$ cat src/hw/rtl/tts_pkg.sv
// ----------------------------------------------------------------------------
// tts_pkg
// Shared widths, codes and sequencer types of the triangle tangent space block.
// ----------------------------------------------------------------------------
`default_nettype none

package tts_pkg;

	localparam int IN_W   = 32;   // input field width
	localparam int OP_W   = 33;   // multiplier operand width (coordinate delta)
	localparam int P_W    = 66;   // full product width
	localparam int V_W    = 67;   // difference of two products
	localparam int M_W    = 31;   // magnitude width after range reduction
	localparam int SUM_W  = 64;   // sum of three squares
	localparam int LEN_W  = 32;   // vector length
	localparam int OUT_W  = 16;   // result field width
	localparam int IDX_W  = 4;    // product step counter

	localparam logic [SUM_W-1:0] SQ_TOP = {2'b01, {(SUM_W-2){1'b0}}};

	// Last product step of each pass
	localparam logic [IDX_W-1:0] LAST_FACE = 4'd13;
	localparam logic [IDX_W-1:0] LAST_NORM = 4'd5;
	localparam logic [IDX_W-1:0] LAST_SQ   = 4'd2;

	// Slots of the edge-product store
	localparam logic [2:0] SLOT_DET = 3'd0;
	localparam logic [2:0] SLOT_T0  = 3'd1;
	localparam logic [2:0] SLOT_B0  = 3'd4;

	// Corner position inside the current face
	localparam logic [1:0] CORNER_A = 2'd0;
	localparam logic [1:0] CORNER_B = 2'd1;
	localparam logic [1:0] CORNER_C = 2'd2;

	typedef enum logic [7:0] {
		S_IDLE  = 8'b0000_0001,
		S_PROD  = 8'b0000_0010,
		S_WAIT  = 8'b0000_0100,
		S_LOAD  = 8'b0000_1000,
		S_SHIFT = 8'b0001_0000,
		S_SQRT  = 8'b0010_0000,
		S_DIV   = 8'b0100_0000,
		S_FIN   = 8'b1000_0000
	} state_t;

	typedef enum logic [2:0] {
		K_FACE = 3'b001,
		K_NORM = 3'b010,
		K_SQ   = 3'b100
	} kind_t;

	typedef enum logic [2:0] {
		T_TAN = 3'b001,
		T_BIN = 3'b010,
		T_NRM = 3'b100
	} tgt_t;

endpackage

`default_nettype wire

$ cat src/hw/rtl/tts_mul.sv
// ----------------------------------------------------------------------------
// tts_mul
// Shared signed multiplier with a registered product.
// ----------------------------------------------------------------------------
`default_nettype none

module tts_mul (
	input  logic                              clk,
	input  logic                              en,
	input  logic signed [tts_pkg::OP_W-1:0]   a,
	input  logic signed [tts_pkg::OP_W-1:0]   b,
	output logic signed [tts_pkg::P_W-1:0]    prod_s1
);
	import tts_pkg::*;

	logic signed [P_W-1:0] prod;

	assign prod = a * b;

	always_ff @(posedge clk) begin
		if (en) begin
			prod_s1 <= prod;
		end
	end

endmodule

`default_nettype wire

$ cat config.mk
export PLATFORM = sky130hd
export DESIGN_NAME = tts_mul
export DESIGN_NICKNAME = d
export VERILOG_FILES = /design/src/hw/rtl/tts_pkg.sv /design/src/hw/rtl/tts_mul.sv
export SDC_FILE = /design/constraint.sdc
export NUM_CORES = 2
export LEC_CHECK = 0
export BUFFER_PORTS_ARGS = -buffer_cell sky130_fd_sc_hd__buf_2
export CORE_UTILIZATION = 60
export DETAILED_ROUTE_END_ITERATION = 7
export PLACE_DENSITY = 0.77
export SLEW_MARGIN = 20
export SYNTH_ARGS = -nofsm -noshare
export SYNTH_HDL_FRONTEND = slang
export SYNTH_SLANG_ARGS = --single-unit
$ cat constraint.sdc
create_clock -name clk -period 11.39 [get_ports clk]
set_clock_uncertainty 0.2 [all_clocks]
set_input_delay 1.139 -clock clk [delete_from_list [all_inputs] [get_ports clk]]
set_output_delay 1.139 -clock clk [all_outputs]
set_load 0.02 [all_outputs]
==> impl_metrics.py <==
metrics = {
    "die": {
        "rows": 95,
        "die-width_um": 263,
        "start_util": 0.609,
        "io_pins": 134,
        "core_area_um2": 67400,
        "die_h_um": 263,
        "dieArea_um2": 69400,
    },
    "synthesis": {
        "syn_nets": 5732,
        "synth.distinct_cells": 61,
        "async_reset_ff_frac": 0,
        "synth-edff-count": 66,
        "synth_ff_type": "edfxtp_1",
        "avgSynthCellArea_um2": 9.54,
        "yosysWarnings": 0,
        "synth.cell_area_um2": 41000,
        "syn_inst": 4302,
        "synth-seq-area-share": 0.0483,
        "synth_seq_cells": 66,
    },
    "global_routing": {
        "first_global_vias": 31700,
        "overflow": 0,
        "grt_first_pass_wirelength_um": 166000,
        "grt_max_degree": 67,
        "grtUsageTotal": 0.307,
        "antenna_found_initial": 7,
    },
    "routing": {
        "drtIter0Drc": 1808,
        "first_pass_iters": 5,
        "routedWlPerCell_um": 20.0,
        "wl_um": 102000,
        "drcViolationCount": 0,
        "vias_per_cell": 5.63,
        "drtAntennaViolNets": 0,
        "vias": 28800,
    },
    "sta": {
        "tns_ns": 0,
        "period_needed_ns": 9.17,
        "max_freq_mhz": 109,
        "drv_slew": 0,
        "slew_headroom": 0.377,
        "finalCritPeriodShare": 0.805,
        "worst_pin_slew_ns": 0.935,
        "finalSetupViolCount": 0,
        "rsz0062_at_grt": "no",
        "hold_violations": 0,
    },
    "clock_tree": {
        "root_buffer": "clkbuf_16",
        "h-tree-depth": 3,
        "cts.sinks": 66,
        "cts_tree": "yes",
        "post_cts_resized": 0,
        "clk_path_buf_depth": 2,
        "ctsHoldBuffers": 0,
        "numCtsBuffers": 9,
        "post_cts_buffers": 0,
        "clk_pin_slew_ns": 0.07,
    },
    "worst_hold_path": {
        "min_from": "en",
        "hold_path_depth": 2,
        "holdPathEnd": "prod_s1[62]$_DFFE_PP_",
        "holdCritPathClass": "in -> reg",
    },
    "setup_path": {
        "cpPeakStageDelay_ns": 0.87,
        "cpMostUsedCell": "fa_1",
        "path_class": "in -> reg",
        "cp_max_fo": 33,
        "crit_required_ns": 11.28,
        "worstSetupEndpointType": "flip-flop",
        "slowest_stage": "fa_1",
        "cp.arrival_ns": 9.06,
        "worst_setup_path_start_kind": "input port",
        "cp_cell_sequence": "buf_2 > nand2_1 > fa_1 > fa_1 > fa_1 > inv_1 > fa_1 > fa_1 > fa_1 > fa_1 > inv_1 > fa_1 > inv_1 > ha_1 > and4_1 > and3_1 > a31oi_1 > o21ai_0 > a221o_1 > a31oi_2 > o211ai_1 > o41ai_2 > xnor2_1",
    },
    "place": {
        "place_area_um2": 42000,
        "dp_hpwl_um": 84900,
        "gp_congestion": 0.914,
        "port_buffers": 133,
    },
    "final_layout": {
        "drive_above_1_share": 0.0418,
        "fin_nets": 5659,
        "fin_area_um2": 42300,
        "largest_register_ffs": 66,
        "reg_top3": "prod_s1 x66",
        "regMostFlops": "prod_s1",
        "area_growth_pct": 3.06,
    },
    "status": {
        "status": "completed",
    },
    "job": {
        "maxCapViolations": 0,
    },
}
## cell usage after synthesis, types with 4 or more instances
library cell,number,area share
ha_1,217,0.066
xor2_1,20,0.0043
o211ai_1,7,0.0013
edfxtp_1,66,0.048
nand3_1,18,0.0022
o21ai_1,5,0.00061
a31oi_1,9,0.0014
fa_1,1145,0.56
nand4_1,9,0.0014
nand2_1,543,0.050
nor2_1,47,0.0043
a21oi_1,73,0.0089
xnor2_1,55,0.012
or2_2,4,0.00061
nor3_1,7,0.00085
and2_1,562,0.086
o21bai_1,8,0.0015
and4_1,7,0.0015
o21ai_0,37,0.0045
clkbuf_1,220,0.020
o21a_1,7,0.0013
a211oi_2,4,0.0012
a21o_1,28,0.0051
nor4_1,5,0.00076
nand2b_1,9,0.0014
inv_1,1133,0.10
a211oi_1,5,0.00092
and3_1,7,0.0011
## cells in the final DEF (no fill, tap or decap), types with 5 or more instances in the layout
cell type  netlist  final
a211oi_1         5      5
a21o_1          28     28
a21oi_1         73     73
a31oi_1          9      9
and2_1         562    562
and3_1           7      7
and4_1           7      7
buf_2            0    133
clkbuf_16        0      9
edfxtp_1        66     66
fa_1          1145   1143
ha_1           217    217
inv_1         1133   1133
nand2_1        543    543
nand2b_1         9      9
nand3_1         18     18
nand4_1          9      9
nor2_1          47     47
nor3_1           7      7
nor4_1           5      5
o211ai_1         7      7
o21a_1           7      7
o21ai_0         37     37
o21ai_1          5      5
o21bai_1         8      8
xnor2_1         55     55
xor2_1          20     20
## cell families (layout without fill, tap and decap cells)
logic type	Yosys count	in the layout	synth area share
buf+inv	1354	1286	0.124
fa+ha+maj	1362	1362	0.625
simple gates	1228	1228	0.151
xor+xnor	75	75	0.0160
flops	66	66	0.0483
other cells	0	3	0
compound gates	217	217	0.0354
## cell type report
type / count / area [um2]
multi-input cells: 2882 / 34000
fillers: 5522 / 25100
inverters: 1133 / 4250
flip-flops and latches: 66 / 1980
well taps: 873 / 1090
repair buffers: 137 / 696
clock buffers: 9 / 225
clock inverters: 7 / 68.8
diodes: 3 / 7.51
## worst max-delay path by stage
| stage | startpoint | to | cells after the start | slack, ns |
|---|---|---|---|---|
| final | a[32] | prod_s1[65]$_DFFE_PP_ | 23 | 2.22 |
| after CTS | a[32] | prod_s1[60]$_DFFE_PP_ | 21 | 1.96 |
| after global routing | a[32] | prod_s1[65]$_DFFE_PP_ | 23 | 1.82 |
| after global placement | a[32] | prod_s1[64]$_DFFE_PP_ | 21 | 1.79 |
| after floorplan | a[32] | prod_s1[65]$_DFFE_PP_ | 22 | 2.70 |
| after detailed placement | a[32] | prod_s1[60]$_DFFE_PP_ | 21 | 1.59 |
## worst max-delay path: cells and delay by family
kind	cells	cell delay [ns]
adder cells (fa/ha/maj)	9	4.88
XOR/XNOR	1	0.11
AND/OR/NAND/NOR	3	0.74
buffers and inverters	4	0.71
AO/OA/AOI/OAI	6	1.41
## metrics by stage
step | setup slack (ns) | util | instances | hold WS [ns]
2_1_floorplan | 2.70 | - | 4302 | 1.05
3_3_place_gp | 1.79 | 0.623 | 5091 | 1.38
3_5_place_dp | 1.59 | 0.623 | 5091 | 1.38
4_1_cts | 1.96 | 0.627 | 5107 | 1.32
5_1_grt | 1.82 | 0.627 | 5110 | 1.35
6_report | 2.22 | 0.627 | 5110 | 1.33
## routing by layer
layer | track usage | vias up | routed length, um
li1 | - | 12100 | -
met5 | 0 | - | 32
met3 | 0.0427 | 375 | 6130
met4 | 0.179 | 6 | 6990
met2 | 0.543 | 1168 | 53200
met1 | 0.357 | 15100 | 35900
Power is not shown: default switching activity piles up to over one toggle a cycle in this logic, so the estimate is an artifact.
