--- src/hw/rtl/tts_pkg.sv ---
// ----------------------------------------------------------------------------
// tts_pkg
// Shared widths, codes and sequencer types of the triangle tangent space block.
// ----------------------------------------------------------------------------
`default_nettype none

package tts_pkg;

	localparam int IN_W   = 32;   // input field width
	localparam int OP_W   = 33;   // multiplier operand width (coordinate delta)
	localparam int P_W    = 66;   // full product width
	localparam int V_W    = 67;   // difference of two products
	localparam int M_W    = 31;   // magnitude width after range reduction
	localparam int SUM_W  = 64;   // sum of three squares
	localparam int LEN_W  = 32;   // vector length
	localparam int OUT_W  = 16;   // result field width
	localparam int IDX_W  = 4;    // product step counter

	localparam logic [SUM_W-1:0] SQ_TOP = {2'b01, {(SUM_W-2){1'b0}}};

	// Last product step of each pass
	localparam logic [IDX_W-1:0] LAST_FACE = 4'd13;
	localparam logic [IDX_W-1:0] LAST_NORM = 4'd5;
	localparam logic [IDX_W-1:0] LAST_SQ   = 4'd2;

	// Slots of the edge-product store
	localparam logic [2:0] SLOT_DET = 3'd0;
	localparam logic [2:0] SLOT_T0  = 3'd1;
	localparam logic [2:0] SLOT_B0  = 3'd4;

	// Corner position inside the current face
	localparam logic [1:0] CORNER_A = 2'd0;
	localparam logic [1:0] CORNER_B = 2'd1;
	localparam logic [1:0] CORNER_C = 2'd2;

	typedef enum logic [7:0] {
		S_IDLE  = 8'b0000_0001,
		S_PROD  = 8'b0000_0010,
		S_WAIT  = 8'b0000_0100,
		S_LOAD  = 8'b0000_1000,
		S_SHIFT = 8'b0001_0000,
		S_SQRT  = 8'b0010_0000,
		S_DIV   = 8'b0100_0000,
		S_FIN   = 8'b1000_0000
	} state_t;

	typedef enum logic [2:0] {
		K_FACE = 3'b001,
		K_NORM = 3'b010,
		K_SQ   = 3'b100
	} kind_t;

	typedef enum logic [2:0] {
		T_TAN = 3'b001,
		T_BIN = 3'b010,
		T_NRM = 3'b100
	} tgt_t;

endpackage

`default_nettype wire

--- src/hw/rtl/tts_div.sv ---
// ----------------------------------------------------------------------------
// tts_div
// Restoring divider, one quotient bit per cycle.
// ----------------------------------------------------------------------------
`default_nettype none

module tts_div #(
	parameter int QB = 16,
	parameter int NW = 46
) (
	input  logic                          clk,
	input  logic                          arst_n,
	input  logic                          start,
	input  logic [NW-1:0]                 num,
	input  logic [tts_pkg::LEN_W-1:0]     den,
	output logic [QB-1:0]                 quo,
	output logic                          done
);
	import tts_pkg::*;

	localparam int CW = $clog2(QB + 1);

	logic [LEN_W-1:0] rem_q;
	logic [QB-1:0]    lo_q;
	logic [CW-1:0]    cnt_q;
	logic             busy_q;
	logic             done_q;
	logic [LEN_W:0]   r2;
	logic [LEN_W:0]   diff;
	logic             ge;

	assign r2   = {rem_q, lo_q[QB-1]};
	assign diff = r2 - {1'b0, den};
	assign ge   = r2 >= {1'b0, den};
	assign quo  = lo_q;
	assign done = done_q;

	always_ff @(posedge clk or negedge arst_n) begin
		if (!arst_n) begin
			busy_q <= 1'b0;
			done_q <= 1'b0;
			cnt_q  <= '0;
		end else begin
			done_q <= busy_q && (cnt_q == CW'(1)) && !start;
			if (start) begin
				busy_q <= 1'b1;
				cnt_q  <= CW'(QB);
			end else if (busy_q) begin
				cnt_q <= cnt_q - CW'(1);
				if (cnt_q == CW'(1)) begin
					busy_q <= 1'b0;
				end
			end
		end
	end

	always_ff @(posedge clk) begin
		if (start) begin
			rem_q <= LEN_W'(num >> QB);
			lo_q  <= num[QB-1:0];
		end else if (busy_q) begin
			rem_q <= ge ? diff[LEN_W-1:0] : r2[LEN_W-1:0];
			lo_q  <= {lo_q[QB-2:0], ge};
		end
	end

endmodule

`default_nettype wire

--- config.mk ---
export PLATFORM = sky130hd
export DESIGN_NAME = tts_div
export DESIGN_NICKNAME = d
export VERILOG_FILES = /design/src/hw/rtl/tts_pkg.sv /design/src/hw/rtl/tts_div.sv
export SDC_FILE = /design/constraint.sdc
export NUM_CORES = 1
export LEC_CHECK = 0
export BUFFER_PORTS_ARGS = -buffer_cell sky130_fd_sc_hd__buf_2
export CAP_MARGIN = 20
export CORE_AREA = 5 5 94 96
export CTS_CLUSTER_DIAMETER = 60
export DETAILED_ROUTE_END_ITERATION = 7
export DIE_AREA = 0 0 99 101
export PLACE_DENSITY = 0.85
export SLEW_MARGIN = 10
export SYNTH_ARGS = -nofsm -noshare
export SYNTH_HDL_FRONTEND = slang
export SYNTH_SLANG_ARGS = --single-unit
--- constraint.sdc ---
create_clock -name clk -period 4.9 [get_ports clk]
set_clock_uncertainty 0.15 [all_clocks]
set_input_delay 0.245 -clock clk [delete_from_list [all_inputs] [get_ports clk]]
set_output_delay 0.245 -clock clk [all_outputs]
set_load 0.01 [all_outputs]
==> impl_summary.log <==
INFO  metric run_status = finished clean
INFO  metric num_io_pins = 98
INFO  metric placedInstanceArea = about 5000 um^2
INFO  metric critical_path_peak_fanout = 17
INFO  metric yosys-top-cells-area = edfxtp_1 30%, ha_1 9.3%, dfrtp_1 3.8%
INFO  metric finalNetCount = between 700 and 800
INFO  metric ordered_cell_list_for_the_critical_path = ha_1 -> a21oi_2 -> nand2_1 -> a21oi_1 -> nor3b_2 -> a211oi_2 -> o21ai_2 -> buf_4 -> a21oi_1 -> o31a_1
INFO  metric min_period_over_period = 74.4%
INFO  metric synth_top_area_share = 30.1%
INFO  metric met1_length = approximately 5400 um
INFO  metric power.clock.fraction = 9.9%
INFO  metric ys_ff_latch = 55
INFO  metric rsz0062_at_grt = false
INFO  metric grt_remaining_overflow = 0
INFO  metric worstPathArrival = approximately 3600 ps
INFO  metric core.rowCount = 33
INFO  metric max-clock-path-buffers = 2
INFO  metric max_freq = roughly 270 MHz
INFO  metric place_ws = about 1300 ps
INFO  metric die_h = between 100 and 150 um
INFO  metric cp-start-kind = flop
INFO  metric worstReg2RegStart = rem_q[8]$_DFFE_PP_
INFO  metric finalHoldViolCount = 0
INFO  metric path_type_of_the_worst_min_delay_path = in2reg
INFO  metric cell_internal_pwr = between 1500 and 2000 uW
INFO  metric ys.flop_type = edfxtp_1
INFO  metric crit_end = rem_q[0]$_DFFE_PP_
INFO  metric chipWidth = around 100 um
INFO  metric synth_edf_count = 46
INFO  metric core = 7970 um^2
INFO  metric period_needed = about 3600 ps
INFO  metric grt_pass1_vias = between 4000 and 5000
INFO  metric p_per_area = between 500 and 600 nW/um^2
INFO  metric p_switching = around 1400 uW
INFO  metric wl = between 10000 and 15000 um
INFO  metric grtUsageTotal = 24.5%
INFO  metric post_synth_inst_count = 510
INFO  metric setup.worst_path.end_class = flop
INFO  metric classification_of_the_worst_setup_path = reg2reg
INFO  metric route.met2.wl = 5730 um
INFO  metric synth.cell_area = 4590 um^2
INFO  metric worstSkewPairLatency = between 300 and 400 ps
INFO  metric fin_tns_setup = 0 ps
INFO  metric finalSetupViolations = 0
INFO  metric critPathMaxStageDelay = approximately 680 ps
INFO  metric max-slew-margin-rel = 37.4%
INFO  metric syn2layout_area_growth = 14.8%
INFO  metric globalplace.congestion = between 0.9 and 1
INFO  metric root_buffer = clkbuf_8
INFO  metric crit_required = 4850 ps
INFO  metric power.leakage = 0.00230 uW
INFO  metric design.die.area = roughly 10000 um^2
INFO  metric timing_max_transition_violations_final = 0
INFO  metric clock-sinks = between 50 and 60
INFO  metric worstRegToRegCells = 10
INFO  metric pwr-share-seq = 28.1%
INFO  metric number_of_h_tree_branching_levels = 2
INFO  metric worst_slew_pin_slew = ~940 ps
INFO  metric irDropWorstVdd = 0.284 mV
INFO  metric route.detailed.drc = 0
INFO  metric maxUsedRoutingLayer = met4
INFO  metric critPathLaunch = rem_q[8]$_DFFE_PP_
INFO  metric detail_route.first_pass.iterations = 5
INFO  metric wire_length_of_the_first_global_routing_pass = between 20000 and 25000 um
INFO  metric detail_route.iter0.violations = roughly 320
INFO  metric yosys.area.top_type = edfxtp_1
INFO  metric start_util = 57.6%
INFO  metric maxCapViolCount = 0
INFO  metric drt-vias-per-instance = 6.22
INFO  metric power.switching_fraction = a little under half
INFO  metric route.antenna.remaining_nets = 0
INFO  metric dpl.cell_count = between 600 and 700
INFO  metric yosys.cell_types.count = a little under 70
INFO  metric grt_start_max_net_pins = 47
INFO  metric cts_tree = yes
INFO  metric reg_to_reg_slack_setup = around 1300 ps
INFO  metric final_cells = about 700
INFO  metric synthesis.nets = around 630
INFO  metric crit_path_top_delay_cell = o21ai_2
INFO  metric wl_met3 = about 1000 um
INFO  metric num_vias = about 4300
INFO  metric synth_top_cells_by_count = 46 x edfxtp_1, 39 x nand2_1, 37 x inv_1
INFO  metric port_buffers = between 90 and 100
INFO  metric drive_above_1_share = a little under a quarter
INFO  metric postSynth.asyncResetShare = about an eighth
INFO  metric proportion_of_power_drawn_by_combinational_gates = roughly 62%
INFO  metric tritoncts.num_buffers = 5
INFO  metric synth.avg_cell_area = 9.00 um^2
INFO  metric synth_seq_area_share = around a third
INFO  metric grt_antenna_before_repair = 0
INFO  metric timing.critical_path.mode_cell = a21oi_1
INFO  metric route.detailed.wl_per_inst = about 18 um
INFO  metric post-dp-hpwl = between 9000 and 10000 um
INFO  metric crit-reg2reg-capture = rem_q[0]$_DFFE_PP_
INFO  metric setup_ws = between 1000 and 1500 ps
INFO  metric post_route_standard_cell_area_excluding_fillers = 5270 um^2
INFO  metric hold_ws = around 45 ps
INFO  metric antenna_cells_inserted = 0
INFO  metric post-synth-top-count-cell = edfxtp_1
INFO  metric yosysWarnings = 0
INFO  metric clkTransAtPathRegs = between 100 and 150 ps
[per-layer routing]
metal | vias to the layer above | track usage (%)
met5 | - | 0
met4 | 0 | 8.82
met3 | 29 | 4.01
met2 | 223 | 40.1
met1 | 2003 | 32.8
li1 | 2077 | -
[power groups by stage]
stage / combinational, uW / sequential [uW] / clock [uW]
after global routing: 2030 / 858 / 322
after CTS: 1820 / 836 / 298
after detailed placement: 1800 / 845 / 0
after floorplan: 1390 / 816 / 0
final: 1860 / 842 / 296
after global placement: 1770 / 833 / 0
[logic make-up after synthesis]
group                    after synthesis  synth area share (%)
AND/OR/NAND/NOR                      154                  17.0
AO/OA/AOI/OAI                        152                  23.0
buffers and inverters                 67                  5.62
flip-flops                            55                  34.8
adder cells (fa/ha/maj)               35                  9.71
XOR/XNOR                              31                  5.92
multiplexers                          16                  3.90
[cell type report]
type | count | area, um^2
multi-input cells | 388 | 2750
fillers | 653 | 2700
flip-flops and latches | 55 | 1600
repair buffers | 103 | 546
inverters | 38 | 143
well taps | 105 | 131
clock buffers | 5 | 68.8
clock inverters | 3 | 33.8
[sequential cells by signal, indices dropped and copies added, names as in the netlist]
name    cells
cnt_q       5
quo        16
rem_q      32
busy_q      1
done        1
[worst min path at each step]
stage	start	end	depth (start not counted)
floorplan	arst_n	busy_q$_DFF_PN0_	0
global placement	arst_n	done$_DFF_PN0_	1
detailed placement	arst_n	done$_DFF_PN0_	1
CTS	num[36]	rem_q[20]$_DFFE_PP_	3
global route	num[7]	quo[7]$_DFFE_PP_	2
finish	num[36]	rem_q[20]$_DFFE_PP_	3
[stage by stage]
step / power, uW / util, %
after floorplan: 2210 / -
after global placement: 2600 / 64.5
after detailed placement: 2650 / 64.5
after CTS: 2950 / 65.9
after global routing: 3210 / 66.1
final: 3000 / 66.1
[placed cells by master (no fill, tap or decap), drive strengths merged, types with 3 or more instances in the layout]
master    n
a41oi     7
nand4    15
xnor2    19
o211ai    3
nand2b    6
a211oi    9
o31a      3
o21a      9
o31ai     8
nor2     33
mux2     15
buf     102
o311ai   10
a21oi    29
a31oi    15
ha       34
dfrtp     7
xor2     12
nor2b     7
clkbuf    5
nand2    39
o21ai    30
inv      39
and3      7
nand3    17
nor3      7
nor3b     5
and2      8
a21o      8
edfxtp   46
[critical path: cells and delay by family (launching register included)]
| kind | cells | cell delay [ps] |
|---|---|---|
| AO/OA/AOI/OAI | 6 | 1710 |
| AND/OR/NAND/NOR | 2 | 430 |
| flip-flops | 1 | 420 |
| adder cells (fa/ha/maj) | 1 | 380 |
| buffers and inverters | 1 | 340 |
[repair_timing]
item / CTS / global route
resized for setup: 0 / 0
setup buffers: 0 / 0
hold buffers: 1 / 0
endpoints found under the hold margin: 7 / 0
No activity file was read; power rests on OpenSTA's default activity.
